## config.mk

```make
export PLATFORM = sky130hd
export DESIGN_NAME = format_spec_parser
export DESIGN_NICKNAME = d
export VERILOG_FILES = /design/src/rtl/fsp_pkg.sv /design/src/rtl/fsp_feed.sv /design/src/rtl/format_spec_parser.sv
export SDC_FILE = /design/constraint.sdc
export NUM_CORES = 1
export LEC_CHECK = 0
export ABC_AREA = 1
export BUFFER_PORTS_ARGS = -buffer_cell sky130_fd_sc_hd__clkbuf_2
export CAP_MARGIN = 20
export CORE_UTILIZATION = 61
export CTS_CLUSTER_DIAMETER = 60
export DETAILED_ROUTE_END_ITERATION = 16
export HOLD_SLACK_MARGIN = 0.06
export PLACE_DENSITY = 0.86
export SYNTH_ARGS = -nofsm -noshare
export SYNTH_HDL_FRONTEND = slang
export SYNTH_HIERARCHICAL = 1
export SYNTH_SLANG_ARGS = --single-unit
```

## constraint.sdc

```tcl
create_clock -name clk -period 4.9 [get_ports clk]
set_input_delay 0.49 -clock clk [delete_from_list [all_inputs] [get_ports clk]]
set_output_delay 0.49 -clock clk [all_outputs]
set_load 0.02 [all_outputs]
```

## src/rtl/fsp_pkg.sv

```systemverilog
`default_nettype none
// ----------------------------------------------------------------------------
// Format spec parser package
// Shared types, codes and character helpers for the format spec parser.
// ----------------------------------------------------------------------------
package fsp_pkg;

  localparam int NUMBER_BITS_DEF    = 16;
  localparam int KEY_COUNT_BITS_DEF = 8;
  localparam int VALUE_W            = 16;

  // Parse phases
  localparam logic [3:0] PH_KEY   = 4'd0;
  localparam logic [3:0] PH_FIRST = 4'd1;
  localparam logic [3:0] PH_ALIGN = 4'd3;
  localparam logic [3:0] PH_SIGN  = 4'd4;
  localparam logic [3:0] PH_HASH  = 4'd5;
  localparam logic [3:0] PH_ZERO  = 4'd6;
  localparam logic [3:0] PH_WIDTH = 4'd7;
  localparam logic [3:0] PH_WDIG  = 4'd8;
  localparam logic [3:0] PH_DYN   = 4'd9;
  localparam logic [3:0] PH_DDIG  = 4'd10;
  localparam logic [3:0] PH_COMMA = 4'd11;
  localparam logic [3:0] PH_DOT   = 4'd12;
  localparam logic [3:0] PH_PDIG  = 4'd13;
  localparam logic [3:0] PH_PRES  = 4'd14;
  localparam logic [3:0] PH_DONE  = 4'd15;

  // Characters
  localparam logic [7:0] CH_COLON = 8'h3A;
  localparam logic [7:0] CH_HASH  = 8'h23;
  localparam logic [7:0] CH_ZERO  = 8'h30;
  localparam logic [7:0] CH_NINE  = 8'h39;
  localparam logic [7:0] CH_STAR  = 8'h2A;
  localparam logic [7:0] CH_COMMA = 8'h2C;
  localparam logic [7:0] CH_DOT   = 8'h2E;
  localparam logic [7:0] CH_LT    = 8'h3C;
  localparam logic [7:0] CH_GT    = 8'h3E;
  localparam logic [7:0] CH_EQ    = 8'h3D;
  localparam logic [7:0] CH_CARET = 8'h5E;
  localparam logic [7:0] CH_PLUS  = 8'h2B;
  localparam logic [7:0] CH_MINUS = 8'h2D;
  localparam logic [7:0] CH_SPACE = 8'h20;

  // Alignment
  localparam logic [2:0] AL_NONE   = 3'd0;
  localparam logic [2:0] AL_LEFT   = 3'd1;
  localparam logic [2:0] AL_RIGHT  = 3'd2;
  localparam logic [2:0] AL_PAD    = 3'd3;
  localparam logic [2:0] AL_CENTER = 3'd4;

  // Sign
  localparam logic [1:0] SG_NONE  = 2'd0;
  localparam logic [1:0] SG_PLUS  = 2'd1;
  localparam logic [1:0] SG_MINUS = 2'd2;
  localparam logic [1:0] SG_SPACE = 2'd3;

  // Width mode
  localparam logic [1:0] WM_NONE    = 2'd0;
  localparam logic [1:0] WM_FIXED   = 2'd1;
  localparam logic [1:0] WM_DYN     = 2'd2;
  localparam logic [1:0] WM_DYN_IDX = 2'd3;

  // Precision mode
  localparam logic [1:0] PM_NONE     = 2'd0;
  localparam logic [1:0] PM_DIGITS   = 2'd1;
  localparam logic [1:0] PM_DIG_DOT  = 2'd2;
  localparam logic [1:0] PM_DOT_ONLY = 2'd3;

  // Error codes
  localparam logic [1:0] ERR_NONE   = 2'd0;
  localparam logic [1:0] ERR_EXTRA  = 2'd1;
  localparam logic [1:0] ERR_ALIGN2 = 2'd2;
  localparam logic [1:0] ERR_NUMBER = 2'd3;

  typedef struct packed {
    logic [7:0] ch;
    logic       last;
  } in_t;

  typedef struct packed {
    logic [7:0]  key_length;
    logic [7:0]  fill_char;
    logic [2:0]  align_mode;
    logic [1:0]  sign_mode;
    logic        base_prefix;
    logic [1:0]  width_mode;
    logic [15:0] width_value;
    logic        thousands_sep;
    logic [1:0]  precision_mode;
    logic [15:0] precision_value;
    logic [7:0]  presentation;
    logic [1:0]  error_code;
  } out_t;

  typedef struct packed {
    logic [7:0] fill;
    logic [2:0] align;
    logic [1:0] sign;
    logic       hash;
    logic [1:0] wmode;
    logic       comma;
    logic [1:0] pmode;
    logic [7:0] pres;
    logic [1:0] err;
  } flags_t;

  localparam flags_t FLAGS_RESET = '{
    fill:  CH_SPACE,
    align: AL_NONE,
    sign:  SG_NONE,
    hash:  1'b0,
    wmode: WM_NONE,
    comma: 1'b0,
    pmode: PM_NONE,
    pres:  8'h00,
    err:   ERR_NONE
  };

  function automatic logic [2:0] align_code(input logic [7:0] c);
    logic [2:0] r;
    case (c)
      CH_LT:    r = AL_LEFT;
      CH_GT:    r = AL_RIGHT;
      CH_EQ:    r = AL_PAD;
      CH_CARET: r = AL_CENTER;
      default:  r = AL_NONE;
    endcase
    return r;
  endfunction

  function automatic logic [1:0] sign_code(input logic [7:0] c);
    logic [1:0] r;
    case (c)
      CH_PLUS:  r = SG_PLUS;
      CH_MINUS: r = SG_MINUS;
      CH_SPACE: r = SG_SPACE;
      default:  r = SG_NONE;
    endcase
    return r;
  endfunction

  function automatic logic is_digit(input logic [7:0] c);
    return c inside {[CH_ZERO:CH_NINE]};
  endfunction

endpackage
`default_nettype wire

```

## src/rtl/fsp_feed.sv

```systemverilog
`default_nettype none
// ----------------------------------------------------------------------------
// Format spec body step
// Advances the body phase machine by one character: each phase consumes the
// character or hands it to the next one. Holds one times-ten digit update.
// ----------------------------------------------------------------------------
module fsp_feed
  import fsp_pkg::*;
#(
  parameter int NUMBER_BITS = NUMBER_BITS_DEF
) (
  input  wire logic [7:0]             ch,
  input  wire logic [3:0]             phase_i,
  input  wire flags_t                 flags_i,
  input  wire logic [NUMBER_BITS-1:0] accum_i,
  input  wire logic [NUMBER_BITS-1:0] wval_i,
  input  wire logic [NUMBER_BITS-1:0] pval_i,
  output logic      [3:0]             phase_o,
  output flags_t                      flags_o,
  output logic      [NUMBER_BITS-1:0] accum_o,
  output logic      [NUMBER_BITS-1:0] wval_o,
  output logic      [NUMBER_BITS-1:0] pval_o
);

  localparam int EXT_W = NUMBER_BITS + 4;
  localparam logic [EXT_W-1:0] NUM_MAX_EXT = EXT_W'({NUMBER_BITS{1'b1}});

  logic [EXT_W-1:0]       acc_ext;
  logic [EXT_W-1:0]       cont_ext;
  logic                   cont_ovf;
  logic [NUMBER_BITS-1:0] cont_val;
  logic [NUMBER_BITS-1:0] fresh_val;
  logic                   dig;
  logic [2:0]             al;
  logic [1:0]             sg;
  logic [3:0]             ph;
  logic                   done;

  assign acc_ext   = EXT_W'(accum_i);
  assign cont_ext  = (acc_ext << 3) + (acc_ext << 1) + EXT_W'(ch[3:0]);
  assign cont_ovf  = cont_ext > NUM_MAX_EXT;
  assign cont_val  = cont_ovf ? {NUMBER_BITS{1'b1}} : cont_ext[NUMBER_BITS-1:0];
  assign fresh_val = NUMBER_BITS'(ch[3:0]);
  assign dig       = is_digit(ch);
  assign al        = align_code(ch);
  assign sg        = sign_code(ch);

  always_comb begin
    ph      = phase_i;
    flags_o = flags_i;
    accum_o = accum_i;
    wval_o  = wval_i;
    pval_o  = pval_i;
    done    = (flags_i.err != ERR_NONE);

    if (!done && ph == PH_ALIGN) begin
      ph = PH_SIGN;
      if (al != AL_NONE) begin
        flags_o.align = al;
        done = 1'b1;
      end
    end

    if (!done && ph == PH_SIGN) begin
      ph = PH_HASH;
      if (sg != SG_NONE) begin
        flags_o.sign = sg;
        done = 1'b1;
      end
    end

    if (!done && ph == PH_HASH) begin
      ph = PH_ZERO;
      if (ch == CH_HASH) begin
        flags_o.hash = 1'b1;
        done = 1'b1;
      end
    end

    if (!done && ph == PH_ZERO) begin
      ph = PH_WIDTH;
      if (ch == CH_ZERO) begin
        done = 1'b1;
        if (flags_o.align != AL_NONE) begin
          flags_o.err = ERR_ALIGN2;
        end else begin
          flags_o.fill  = CH_ZERO;
          flags_o.align = AL_PAD;
        end
      end
    end

    if (!done && ph == PH_WIDTH) begin
      if (ch == CH_STAR) begin
        flags_o.wmode = WM_DYN;
        ph = PH_DYN;
        done = 1'b1;
      end else if (dig) begin
        flags_o.wmode = WM_FIXED;
        accum_o = fresh_val;
        wval_o  = fresh_val;
        ph = PH_WDIG;
        done = 1'b1;
      end else begin
        ph = PH_COMMA;
      end
    end

    if (!done && (ph inside {PH_WDIG, PH_DDIG})) begin
      if (dig) begin
        accum_o = cont_val;
        wval_o  = cont_val;
        if (cont_ovf) flags_o.err = ERR_NUMBER;
        done = 1'b1;
      end else begin
        ph = PH_COMMA;
      end
    end

    if (!done && ph == PH_DYN) begin
      if (dig) begin
        flags_o.wmode = WM_DYN_IDX;
        accum_o = fresh_val;
        wval_o  = fresh_val;
        ph = PH_DDIG;
        done = 1'b1;
      end else begin
        ph = PH_COMMA;
      end
    end

    if (!done && ph == PH_COMMA) begin
      ph = PH_DOT;
      if (ch == CH_COMMA) begin
        flags_o.comma = 1'b1;
        done = 1'b1;
      end
    end

    if (!done && ph == PH_DOT) begin
      if (ch == CH_DOT) begin
        flags_o.pmode = PM_DOT_ONLY;
        accum_o = '0;
        ph = PH_PDIG;
        done = 1'b1;
      end else begin
        ph = PH_PRES;
      end
    end

    if (!done && ph == PH_PDIG) begin
      if (dig) begin
        flags_o.pmode = PM_DIGITS;
        accum_o = cont_val;
        pval_o  = cont_val;
        if (cont_ovf) flags_o.err = ERR_NUMBER;
        done = 1'b1;
      end else begin
        ph = PH_PRES;
        if (flags_o.pmode == PM_DIGITS && ch == CH_DOT) begin
          flags_o.pmode = PM_DIG_DOT;
          done = 1'b1;
        end
      end
    end

    if (!done && ph == PH_PRES) begin
      flags_o.pres = ch;
      ph = PH_DONE;
      done = 1'b1;
    end

    if (!done && ph == PH_DONE) begin
      flags_o.err = ERR_EXTRA;
    end

    phase_o = ph;
  end

endmodule
`default_nettype wire

```

## src/rtl/format_spec_parser.sv

```systemverilog
`default_nettype none
// ----------------------------------------------------------------------------
// Format spec parser
// Streaming parser for one argument specifier, one character per request.
// ----------------------------------------------------------------------------
// One character is taken every clock cycle, except while a last request is held
// as told below: the key counter, the one-character fill look-ahead and the body
// phase step with its times-ten accumulator are all combinational ahead of the
// state registers. The request flagged last returns its record in the output
// register on the next cycle. A last request waits only while a previous record
// sits unclaimed in that register; other characters keep flowing meanwhile.
// After each record the parser is back in its start state.
module format_spec_parser
  import fsp_pkg::*;
#(
  parameter int NUMBER_BITS    = NUMBER_BITS_DEF,
  parameter int KEY_COUNT_BITS = KEY_COUNT_BITS_DEF
) (
  input  wire logic clk,
  input  wire logic rst_n,
  input  wire logic in_valid,
  output logic      in_stall,
  input  wire in_t  in_data,
  output logic      out_valid,
  input  wire logic out_stall,
  output out_t      out_data
);

  localparam logic [KEY_COUNT_BITS-1:0] KEY_MAX = '1;

  logic [3:0]                phase_r, phase_nxt, s_phase;
  logic                      pend_r, pend_nxt, s_pend;
  logic [7:0]                la_r, la_nxt, s_la;
  flags_t                    flags_r, flags_nxt, s_flags;
  logic [NUMBER_BITS-1:0]    acc_r, acc_nxt, s_acc;
  logic [NUMBER_BITS-1:0]    wval_r, wval_nxt, s_wval;
  logic [NUMBER_BITS-1:0]    pval_r, pval_nxt, s_pval;
  logic [KEY_COUNT_BITS-1:0] key_r, key_nxt, s_key;
  logic                      out_valid_r, out_valid_nxt;
  out_t                      out_data_r, out_data_nxt;

  logic [3:0]             f_phase_in, f_phase;
  flags_t                 f_flags;
  logic [NUMBER_BITS-1:0] f_acc, f_wval, f_pval;
  logic                   accept, finish;
  logic [2:0]             al;
  logic [31:0]            key32, wval32, pval32;

  assign in_stall = out_valid_r && out_stall && in_data.last;
  assign accept   = in_valid && !in_stall;
  assign finish   = accept && in_data.last;
  assign al       = align_code(in_data.ch);

  assign f_phase_in = (phase_r == PH_FIRST) ? PH_ALIGN : phase_r;

  fsp_feed #(
    .NUMBER_BITS(NUMBER_BITS)
  ) u_feed (
    .ch      (in_data.ch),
    .phase_i (f_phase_in),
    .flags_i (flags_r),
    .accum_i (acc_r),
    .wval_i  (wval_r),
    .pval_i  (pval_r),
    .phase_o (f_phase),
    .flags_o (f_flags),
    .accum_o (f_acc),
    .wval_o  (f_wval),
    .pval_o  (f_pval)
  );

  // state after this character
  always_comb begin
    s_phase = phase_r;
    s_pend  = pend_r;
    s_la    = la_r;
    s_flags = flags_r;
    s_acc   = acc_r;
    s_wval  = wval_r;
    s_pval  = pval_r;
    s_key   = key_r;
    case (phase_r)
      PH_KEY: begin
        if (in_data.ch == CH_COLON) begin
          s_phase = PH_FIRST;
        end else if (key_r != KEY_MAX) begin
          s_key = key_r + 1'b1;
        end
      end
      PH_FIRST: begin
        s_phase = f_phase;
        s_flags = f_flags;
        s_acc   = f_acc;
        s_wval  = f_wval;
        s_pval  = f_pval;
        s_pend  = 1'b1;
        s_la    = in_data.ch;
      end
      default: begin
        s_pend = 1'b0;
        if (pend_r && al != AL_NONE) begin
          // held character was a fill
          s_flags       = FLAGS_RESET;
          s_flags.fill  = la_r;
          s_flags.align = al;
          s_phase       = PH_SIGN;
          s_acc         = '0;
          s_wval        = '0;
          s_pval        = '0;
        end else begin
          s_phase = f_phase;
          s_flags = f_flags;
          s_acc   = f_acc;
          s_wval  = f_wval;
          s_pval  = f_pval;
        end
      end
    endcase
  end

  assign key32  = 32'(s_key);
  assign wval32 = 32'(s_wval);
  assign pval32 = 32'(s_pval);

  always_comb begin
    out_data_nxt.key_length    = (key32 > 32'd255) ? 8'hFF : key32[7:0];
    out_data_nxt.fill_char     = s_flags.fill;
    out_data_nxt.align_mode    = s_flags.align;
    out_data_nxt.sign_mode     = s_flags.sign;
    out_data_nxt.base_prefix   = s_flags.hash;
    out_data_nxt.width_mode    = s_flags.wmode;
    out_data_nxt.thousands_sep = s_flags.comma;
    out_data_nxt.precision_mode = s_flags.pmode;
    out_data_nxt.presentation  = s_flags.pres;
    out_data_nxt.error_code    = s_flags.err;
    if (s_flags.wmode == WM_DYN) begin
      out_data_nxt.width_value = '0;
    end else begin
      out_data_nxt.width_value = (wval32 > 32'd65535) ? 16'hFFFF : wval32[VALUE_W-1:0];
    end
    if (s_flags.pmode == PM_DOT_ONLY) begin
      out_data_nxt.precision_value = '0;
    end else begin
      out_data_nxt.precision_value = (pval32 > 32'd65535) ? 16'hFFFF
                                                          : pval32[VALUE_W-1:0];
    end
  end

  always_comb begin
    phase_nxt = phase_r;
    pend_nxt  = pend_r;
    la_nxt    = la_r;
    flags_nxt = flags_r;
    acc_nxt   = acc_r;
    wval_nxt  = wval_r;
    pval_nxt  = pval_r;
    key_nxt   = key_r;
    if (finish) begin
      phase_nxt = PH_KEY;
      pend_nxt  = 1'b0;
      la_nxt    = '0;
      flags_nxt = FLAGS_RESET;
      acc_nxt   = '0;
      wval_nxt  = '0;
      pval_nxt  = '0;
      key_nxt   = '0;
    end else if (accept) begin
      phase_nxt = s_phase;
      pend_nxt  = s_pend;
      la_nxt    = s_la;
      flags_nxt = s_flags;
      acc_nxt   = s_acc;
      wval_nxt  = s_wval;
      pval_nxt  = s_pval;
      key_nxt   = s_key;
    end
    out_valid_nxt = finish || (out_valid_r && out_stall);
  end

  always_ff @(posedge clk) begin
    if (!rst_n) begin
      phase_r     <= PH_KEY;
      pend_r      <= 1'b0;
      la_r        <= '0;
      flags_r     <= FLAGS_RESET;
      acc_r       <= '0;
      wval_r      <= '0;
      pval_r      <= '0;
      key_r       <= '0;
      out_valid_r <= 1'b0;
    end else begin
      phase_r     <= phase_nxt;
      pend_r      <= pend_nxt;
      la_r        <= la_nxt;
      flags_r     <= flags_nxt;
      acc_r       <= acc_nxt;
      wval_r      <= wval_nxt;
      pval_r      <= pval_nxt;
      key_r       <= key_nxt;
      out_valid_r <= out_valid_nxt;
    end
  end

  always_ff @(posedge clk) begin
    if (finish) begin
      out_data_r <= out_data_nxt;
    end
  end

  assign out_valid = out_valid_r;
  assign out_data  = out_data_r;

endmodule
`default_nettype wire

```

; ---- Yosys cells after proc, flatten, opt, wreduce, memory -nomap -nowiden
; Index checks and enable logic that the tools add are counted.
[totals]
wordCells = 228
reg_bits = 168
output_inout_bits = 71
in_bits = 13
[classes]
add_sub_neg = 3
n_lt_le_gt_ge = 6
n_eq_ne = 32
mux = 113
bitwise = 2
reduce_logical = 43
[op_table]
columns = op, n
row1 = $mux W16, 26
row2 = $eq A8 B6 Y1 const B, 12
row3 = $pmux W16 S2, 3
row4 = $mux W4, 17
row5 = $pmux W29 S2, 1
row6 = $mux W2, 24
row7 = $mux W11, 3
row8 = $eq A4 B4 Y1 const B, 8
row9 = $gt A16 B16 Y1 const B, 2
row10 = $mux W8, 4
row11 = $mux W29, 1
row12 = $mux W1, 28
row13 = $add A19 B17 Y20, 1
row14 = $add A20 B4 Y20, 1
row15 = $gt A20 B16 Y1 const B, 1
row16 = $logic_and A1 B1 Y1, 19
row17 = $eq A4 B3 Y1 const B, 4
row18 = $logic_not A1 Y1, 13
row19 = $pmux W3 S4, 1
row20 = $add A8 B1 Y8 const B, 1
row21 = $eq A8 B7 Y1 const B, 1
row22 = $ge A8 B6 Y1 const B, 1
row23 = $gt A8 B8 Y1 const B, 1
row24 = $le A8 B6 Y1 const B, 1
row25 = 17 further kinds, 25

; ---- Depth between registers and ports, before layout
[depth]
word_depth = 44
mapped_depth = 37
mapped_depth_nobuf = 35

; ---- Hierarchy
; Netlist, hierarchy kept.
[by_module_without_submodules]
columns = mod, cells_each, seq_area_each_um2, area_each_um2, instances
row1 = format_spec_parser, 986, 4053.9, 7802.5, 1
row2 = fsp_feed, 615, 0.0, 3226.8, 1

; ---- Worst setup path before layout
; No wires, ideal clock.
[synth_path]
path_kind = reg2reg
startpoint = reg phase_r[0]
endpoint = reg out_data_r (netlist bit out_data[16]), data pin
n_path_buf = 3
setup_time_ps = 251
synth_period_minus_slack_ps = 3929
t_required_ps = 4649
arrival_time_ps = 3678
stages_incl_launch_ff = 34
path_slack_ps = 971
cell_sequence = dfxtp_1 -> nand3_2 -> nand2_1 -> nand2_1 -> inv_2 -> nand3_2 -> nand2_1 -> nand2_1 -> nor2_1 -> nand3_1 -> nand2_1 -> nand2_1 -> a21oi_1 -> nand2_1 -> nand2_1 -> inv_1 -> nand2_2 -> inv_2 -> nand3_4 -> nand2_2 -> nor2_4 -> nand2_4 -> nor2_4 -> nand2_2 -> buf_6 -> buf_2 -> nand2_1 -> a22o_1 -> inv_1 -> nand2_2 -> nand2_2 -> inv_2 -> buf_8 -> nor2_2
[synth_lines]
columns = element, line_no
row1 = "start, declared", format_spec_parser.sv:31  ; logic [3:0] phase_r, phase_nxt, s_phase;
row2 = "start signal, assigned", format_spec_parser.sv:192  ; phase_r <= phase_nxt;
row3 = "end signal, assigned", format_spec_parser.sv:206  ; out_data_r <= out_data_nxt;
row4 = "end, declared", format_spec_parser.sv:40  ; out_t out_data_r, out_data_nxt;

; ---- Worst setup path in the final report
[layout_path]
startpoint = reg phase_r[2]
endpoint = reg out_data_r (netlist bit out_data[12]), data pin
[layout_between]
word_cells_on_any_way = 76
cone_classes = order compare: 1 / eq/ne: 14 / mux: 39 / reduce/logical: 22
[layout_lines]
columns = element, line_no
row1 = $eq A4 B1 Y1 (*), format_spec_parser.sv:54  ; assign f_phase_in = (phase_r == PH_FIRST) ? PH_ALIGN : phase_r;
row2 = $mux W4 (*), format_spec_parser.sv:54
row3 = net f_phase_in[1], format_spec_parser.sv:42  ; logic [3:0] f_phase_in, f_phase;
row4 = $eq A4 B2 Y1, fsp_feed.sv:56  ; if (!done && ph == PH_ALIGN) begin
row5 = $logic_and A1 B1 Y1, fsp_feed.sv:56
row6 = $mux W4 or $mux W1 (tied branches), fsp_feed.sv:56
row7 = $eq A4 B3 Y1 or $logic_not A1 Y1 (tied branches), fsp_feed.sv:64  ; if (!done && ph == PH_SIGN) begin
row8 = $logic_and A1 B1 Y1, fsp_feed.sv:64
row9 = (+23 left out), n/a
row10 = $eq A4 B4 Y1 or $logic_not A1 Y1 (tied branches), fsp_feed.sv:151  ; if (!done && ph == PH_PDIG) begin
row11 = $logic_and A1 B1 Y1 (*), fsp_feed.sv:151
row12 = $mux W16 (*), fsp_feed.sv:151
row13 = net f_pval[2], format_spec_parser.sv:44  ; logic [NUMBER_BITS-1:0] f_acc, f_wval, f_pval;
row14 = $mux W16, format_spec_parser.sv:101  ; if (pend_r && al != AL_NONE) begin
row15 = $pmux W16 S2 (*), format_spec_parser.sv:82  ; case (phase_r)
row16 = $gt A16 B16 Y1, format_spec_parser.sv:144  ; out_data_nxt.precision_value = (pval32 > 32'd65535) ? 16'hFFFF
row17 = $mux W16 (*), format_spec_parser.sv:144
; Mark *: on every way through the listed nets, which the timed path passes. The rest lies on a longest branch.
; A chain may end at the register's enable or synchronous reset.

==> results by stage <==
Status:
- The flow ran to the end, and the final reports show no timing, DRC or antenna violations.

Global routing:
- The number of global-route vias before repair was 9472.
- The remaining global-route overflow is 0.
- Entering global routing, the biggest net connects 75 pins.
- The first-pass GRT wire length is 47.1 mm.
- Across every metal layer, demand over resource in global routing totals 32.2%.
- The initial antenna violation count was 0.

Critical path:
- In this design, the critical path's most frequently occurring cell is sky130_fd_sc_hd__nand2_1.
- The startpoint type of the worst setup path is a flip-flop.
- The slowest library cell on the worst path is sky130_fd_sc_hd__dfxtp_1.
- Along the worst path, the maximum fanout reaches 16.
- The worst setup path is of the flip-flop to flip-flop kind.
- The signal arrival time at the worst endpoint is 4890 ps.
- The largest stage delay on the critical path is 350 ps.
- Data on the critical path is required at its endpoint by 5170 ps.
- The critical path capture point type is a flip-flop.

Floorplanning:
- The vertical die dimension is 136 um.
- The floorplan die area is 18600 um2.
- 84 I/O pins were placed.
- The initial core utilization is 63.1%.
- The placement row count is 48.
- In this run the standard cell core region covers 17500 um2.
- From left edge to right edge, the die measures 136 um.

Synthesis:
- Averaged over all synthesized cells, the footprint is 6.89 um2.
- The number of nets handed over by synthesis was 1648.
- By area the synthesized netlist is led by sky130_fd_sc_hd__edfxtp_1, sky130_fd_sc_hd__nand2_1, sky130_fd_sc_hd__dfxtp_1, sky130_fd_sc_hd__nand3_1, sky130_fd_sc_hd__inv_1.
- For this run, asynchronously set or reset flops after synthesis account for 0%.
- The register bit count reported by yosys is 168.
- The fraction of the yosys area taken by sequential cells is 36.8%.
- The library cell occupying the most area in the post-synthesis netlist is sky130_fd_sc_hd__edfxtp_1.
- Synthesis produced 1601 cells.
- The predominant post-synthesis flop cell is sky130_fd_sc_hd__dfxtp_1.
- The number of synthesized flops with an enable pin is 69.
- The proportion of netlist area held by the largest area contributor is 18.8%.
- After synthesis the cells add up to 11000 um2.
- The total number of yosys warnings is 6.
- Synthesis instantiated 55 different standard cells from the library.

Timing:
- The worst path uses 94.4% of the clock period.
- The number of hold-slack violations in the final timing report came to 0.
- The number of max-slew violations in the final report is 0.
- The total setup violations reported at the end of the flow is 0.
- Across the routed clock network, the largest skew measured is 13.0 ps.
- Headroom to the max-slew limit came out at 27.8%.
- The slew at the pin with the worst max-slew slack is 1080 ps.
- The achievable frequency is 216 MHz.
- The final-layout worst hold slack is 266 ps.
- The worst path needs 4630 ps of the cycle, external delays included.

Place:
- The post-detailed-placement half-perimeter wirelength is 19.6 mm.
- The placer's final routability congestion estimate is 0.941.
- The placed cell count is 1853.
- The number of port buffers is 83.

CTS:
- The largest buffer count on any clock path is 2.
- CTS built an H-tree with a depth of 4.
- The clock-pin slew on the worst setup and hold paths is 70 ps.
- The clock sink total is 168.
- The number of buffers created by CTS is 17.
- The clock reaches the later pin of the worst-skew pair after 450 ps.
- The CTS tree is yes.
- In this run the post-CTS setup repair buffer count came out at 0.
- The tree is rooted in a sky130_fd_sc_hd__clkbuf_16.

Route:
- After the first detailed-routing iteration, the DRC count stood at 1332.
- The via count of the routed design is 11000.
- The number of nets still failing antenna checks after routing is 0.
- The mean routed wirelength per cell is 15.8 um.
- After detailed routing, the total wire length is 29.8 mm.
- The number of remaining DRC errors is 0.
- For this run, the detailed router's first-pass iteration total came to 6.
- In the routed layout, each cell is associated on average with a via count of 5.85.

Power:
- Dividing total power by cell area gives a power density of 253 nW/um2.
- The total leakage power is 5.51 nW.
- The worst vdd rail ir drop is 0.000231 V.

Final layout:
- For this run, the number of standard cells in the final layout without fillers is 1886.
- The total number of nets in the final design is 1695.
- The count of filler cells inserted in the layout is 1393.
- The number of diodes added for antenna fixing is 0.
- From synthesis to final layout, the design area changed by 9.46%.
- The share of layout cells above drive strength 1 is 14.0%.

Flow run:
- Max-cap violations in this run came to 0.

Min path:
- The type of the worst min-delay path is input pin to flip-flop.
==> layout make-up <==
cell class              instances  area [um2]  area share (%)
multi-input cells            1168        5850            48.4
flip-flops and latches        168        4050            33.6
inverters                     187         704            5.83
repair buffers                106         601            4.97
clock buffers                  17         425            3.52
well taps                     225         282            2.33
clock inverters                15         159            1.32
==> cells in the mapped netlist, types with 4 or more instances <==
master	count
sky130_fd_sc_hd__a21boi_0	4
sky130_fd_sc_hd__a21oi_1	128
sky130_fd_sc_hd__a22o_1	4
sky130_fd_sc_hd__buf_1	12
sky130_fd_sc_hd__buf_2	22
sky130_fd_sc_hd__buf_4	5
sky130_fd_sc_hd__buf_6	10
sky130_fd_sc_hd__clkbuf_1	27
sky130_fd_sc_hd__dfxtp_1	99
sky130_fd_sc_hd__edfxtp_1	69
sky130_fd_sc_hd__ha_1	32
sky130_fd_sc_hd__inv_1	171
sky130_fd_sc_hd__inv_2	15
sky130_fd_sc_hd__nand2_1	543
sky130_fd_sc_hd__nand2_2	16
sky130_fd_sc_hd__nand2_4	4
sky130_fd_sc_hd__nand3_1	153
sky130_fd_sc_hd__nand3_2	11
sky130_fd_sc_hd__nand3_4	4
sky130_fd_sc_hd__nand3b_1	4
sky130_fd_sc_hd__nand4_1	24
sky130_fd_sc_hd__nor2_1	83
sky130_fd_sc_hd__nor2_2	28
sky130_fd_sc_hd__nor2_4	4
sky130_fd_sc_hd__nor3_1	14
sky130_fd_sc_hd__o21ai_0	46
sky130_fd_sc_hd__o21ai_1	4
sky130_fd_sc_hd__o22ai_1	5
sky130_fd_sc_hd__xor2_1	14
==> routing by layer <==
metal  routed length, um  track usage, %  up-vias
met1               12400            45.6     5015
li1                    -               -     5305
met5                   0               0        -
met3                3540            7.61       65
met2               13100            48.1      654
met4                 685            10.4        0
==> sequential cells by signal, summed over array words and instances (netlist names) <==
signal     cells
out_data      69
flags_r       29
acc_r         16
pval_r        16
wval_r        16
key_r          8
la_r           8
phase_r        4
out_valid      1
pend_r         1
==> critical path, delay by kind of cell (launching register included) <==
kind                   cells  cell delay [ps]
AO/OA/AOI/OAI              4              700
buffers and inverters      4              490
flip-flops                 1              350
AND/OR/NAND/NOR           20             2900
==> logic make-up after synthesis <==
| kind of cell | after synthesis | synth area share (%) |
|---|---|---|
| compound gates | 217 | 11.0 |
| xor+xnor | 14 | 1.11 |
| fa+ha+maj | 34 | 3.99 |
| buf+inv | 265 | 10.4 |
| flops | 168 | 36.8 |
| simple gates | 903 | 36.8 |
==> layout by cell type (no fill, tap or decap), drive strengths merged, types with 5 or more instances in the layout <==
cell type,count
nand2,563
inv,195
nand3,168
a21oi,129
nor2,118
clkbuf,100
dfxtp,99
edfxtp,69
o21ai,52
ha,32
nand4,24
buf,23
nor3,15
xor2,14
o22ai,5
nand3b,5
o211ai,5
==> report_power, final <==
group,switching [mW],internal (mW)
Sequential,0.0148,1.48
Combinational,0.143,0.0528
Clock,0.642,0.722
==> repair_timing <==
| action | in CTS | in global routing |
|---|---|---|
| hold buffers | 0 | 0 |
| resized for setup | 0 | 4 |
| endpoints found under the setup margin | 0 | 16 |
==> per-stage QoR <==
| step | power (mW) | instance area [um2] | worst slack, ps | util (%) | TNS, ps |
|---|---|---|---|---|---|
| after global routing | 3.14 | 12100 | -3.71 | 69.1 | -3.71 |
| after global placement | 1.71 | 11400 | 571 | 65.5 | 0 |
| after floorplan | 1.66 | 11000 | 971 | - | 0 |
| final | 3.06 | 12100 | 273 | 69.1 | 0 |
| after detailed placement | 1.72 | 11400 | 423 | 65.5 | 0 |
| after CTS | 3.05 | 12000 | 366 | 68.9 | 0 |
==> final timing paths <==
kind                            startpoint            to  slack [ps]  cells past startpoint
worst max-delay path            phase_r[2]  out_data[12]         270                     28
worst min-delay path                 rst_n     out_valid         270                      3
worst max register to register  phase_r[2]  out_data[12]         270                     28
worst min register to register     la_r[4]       la_r[4]         460                      2
Power figures use the tool's default switching activity.
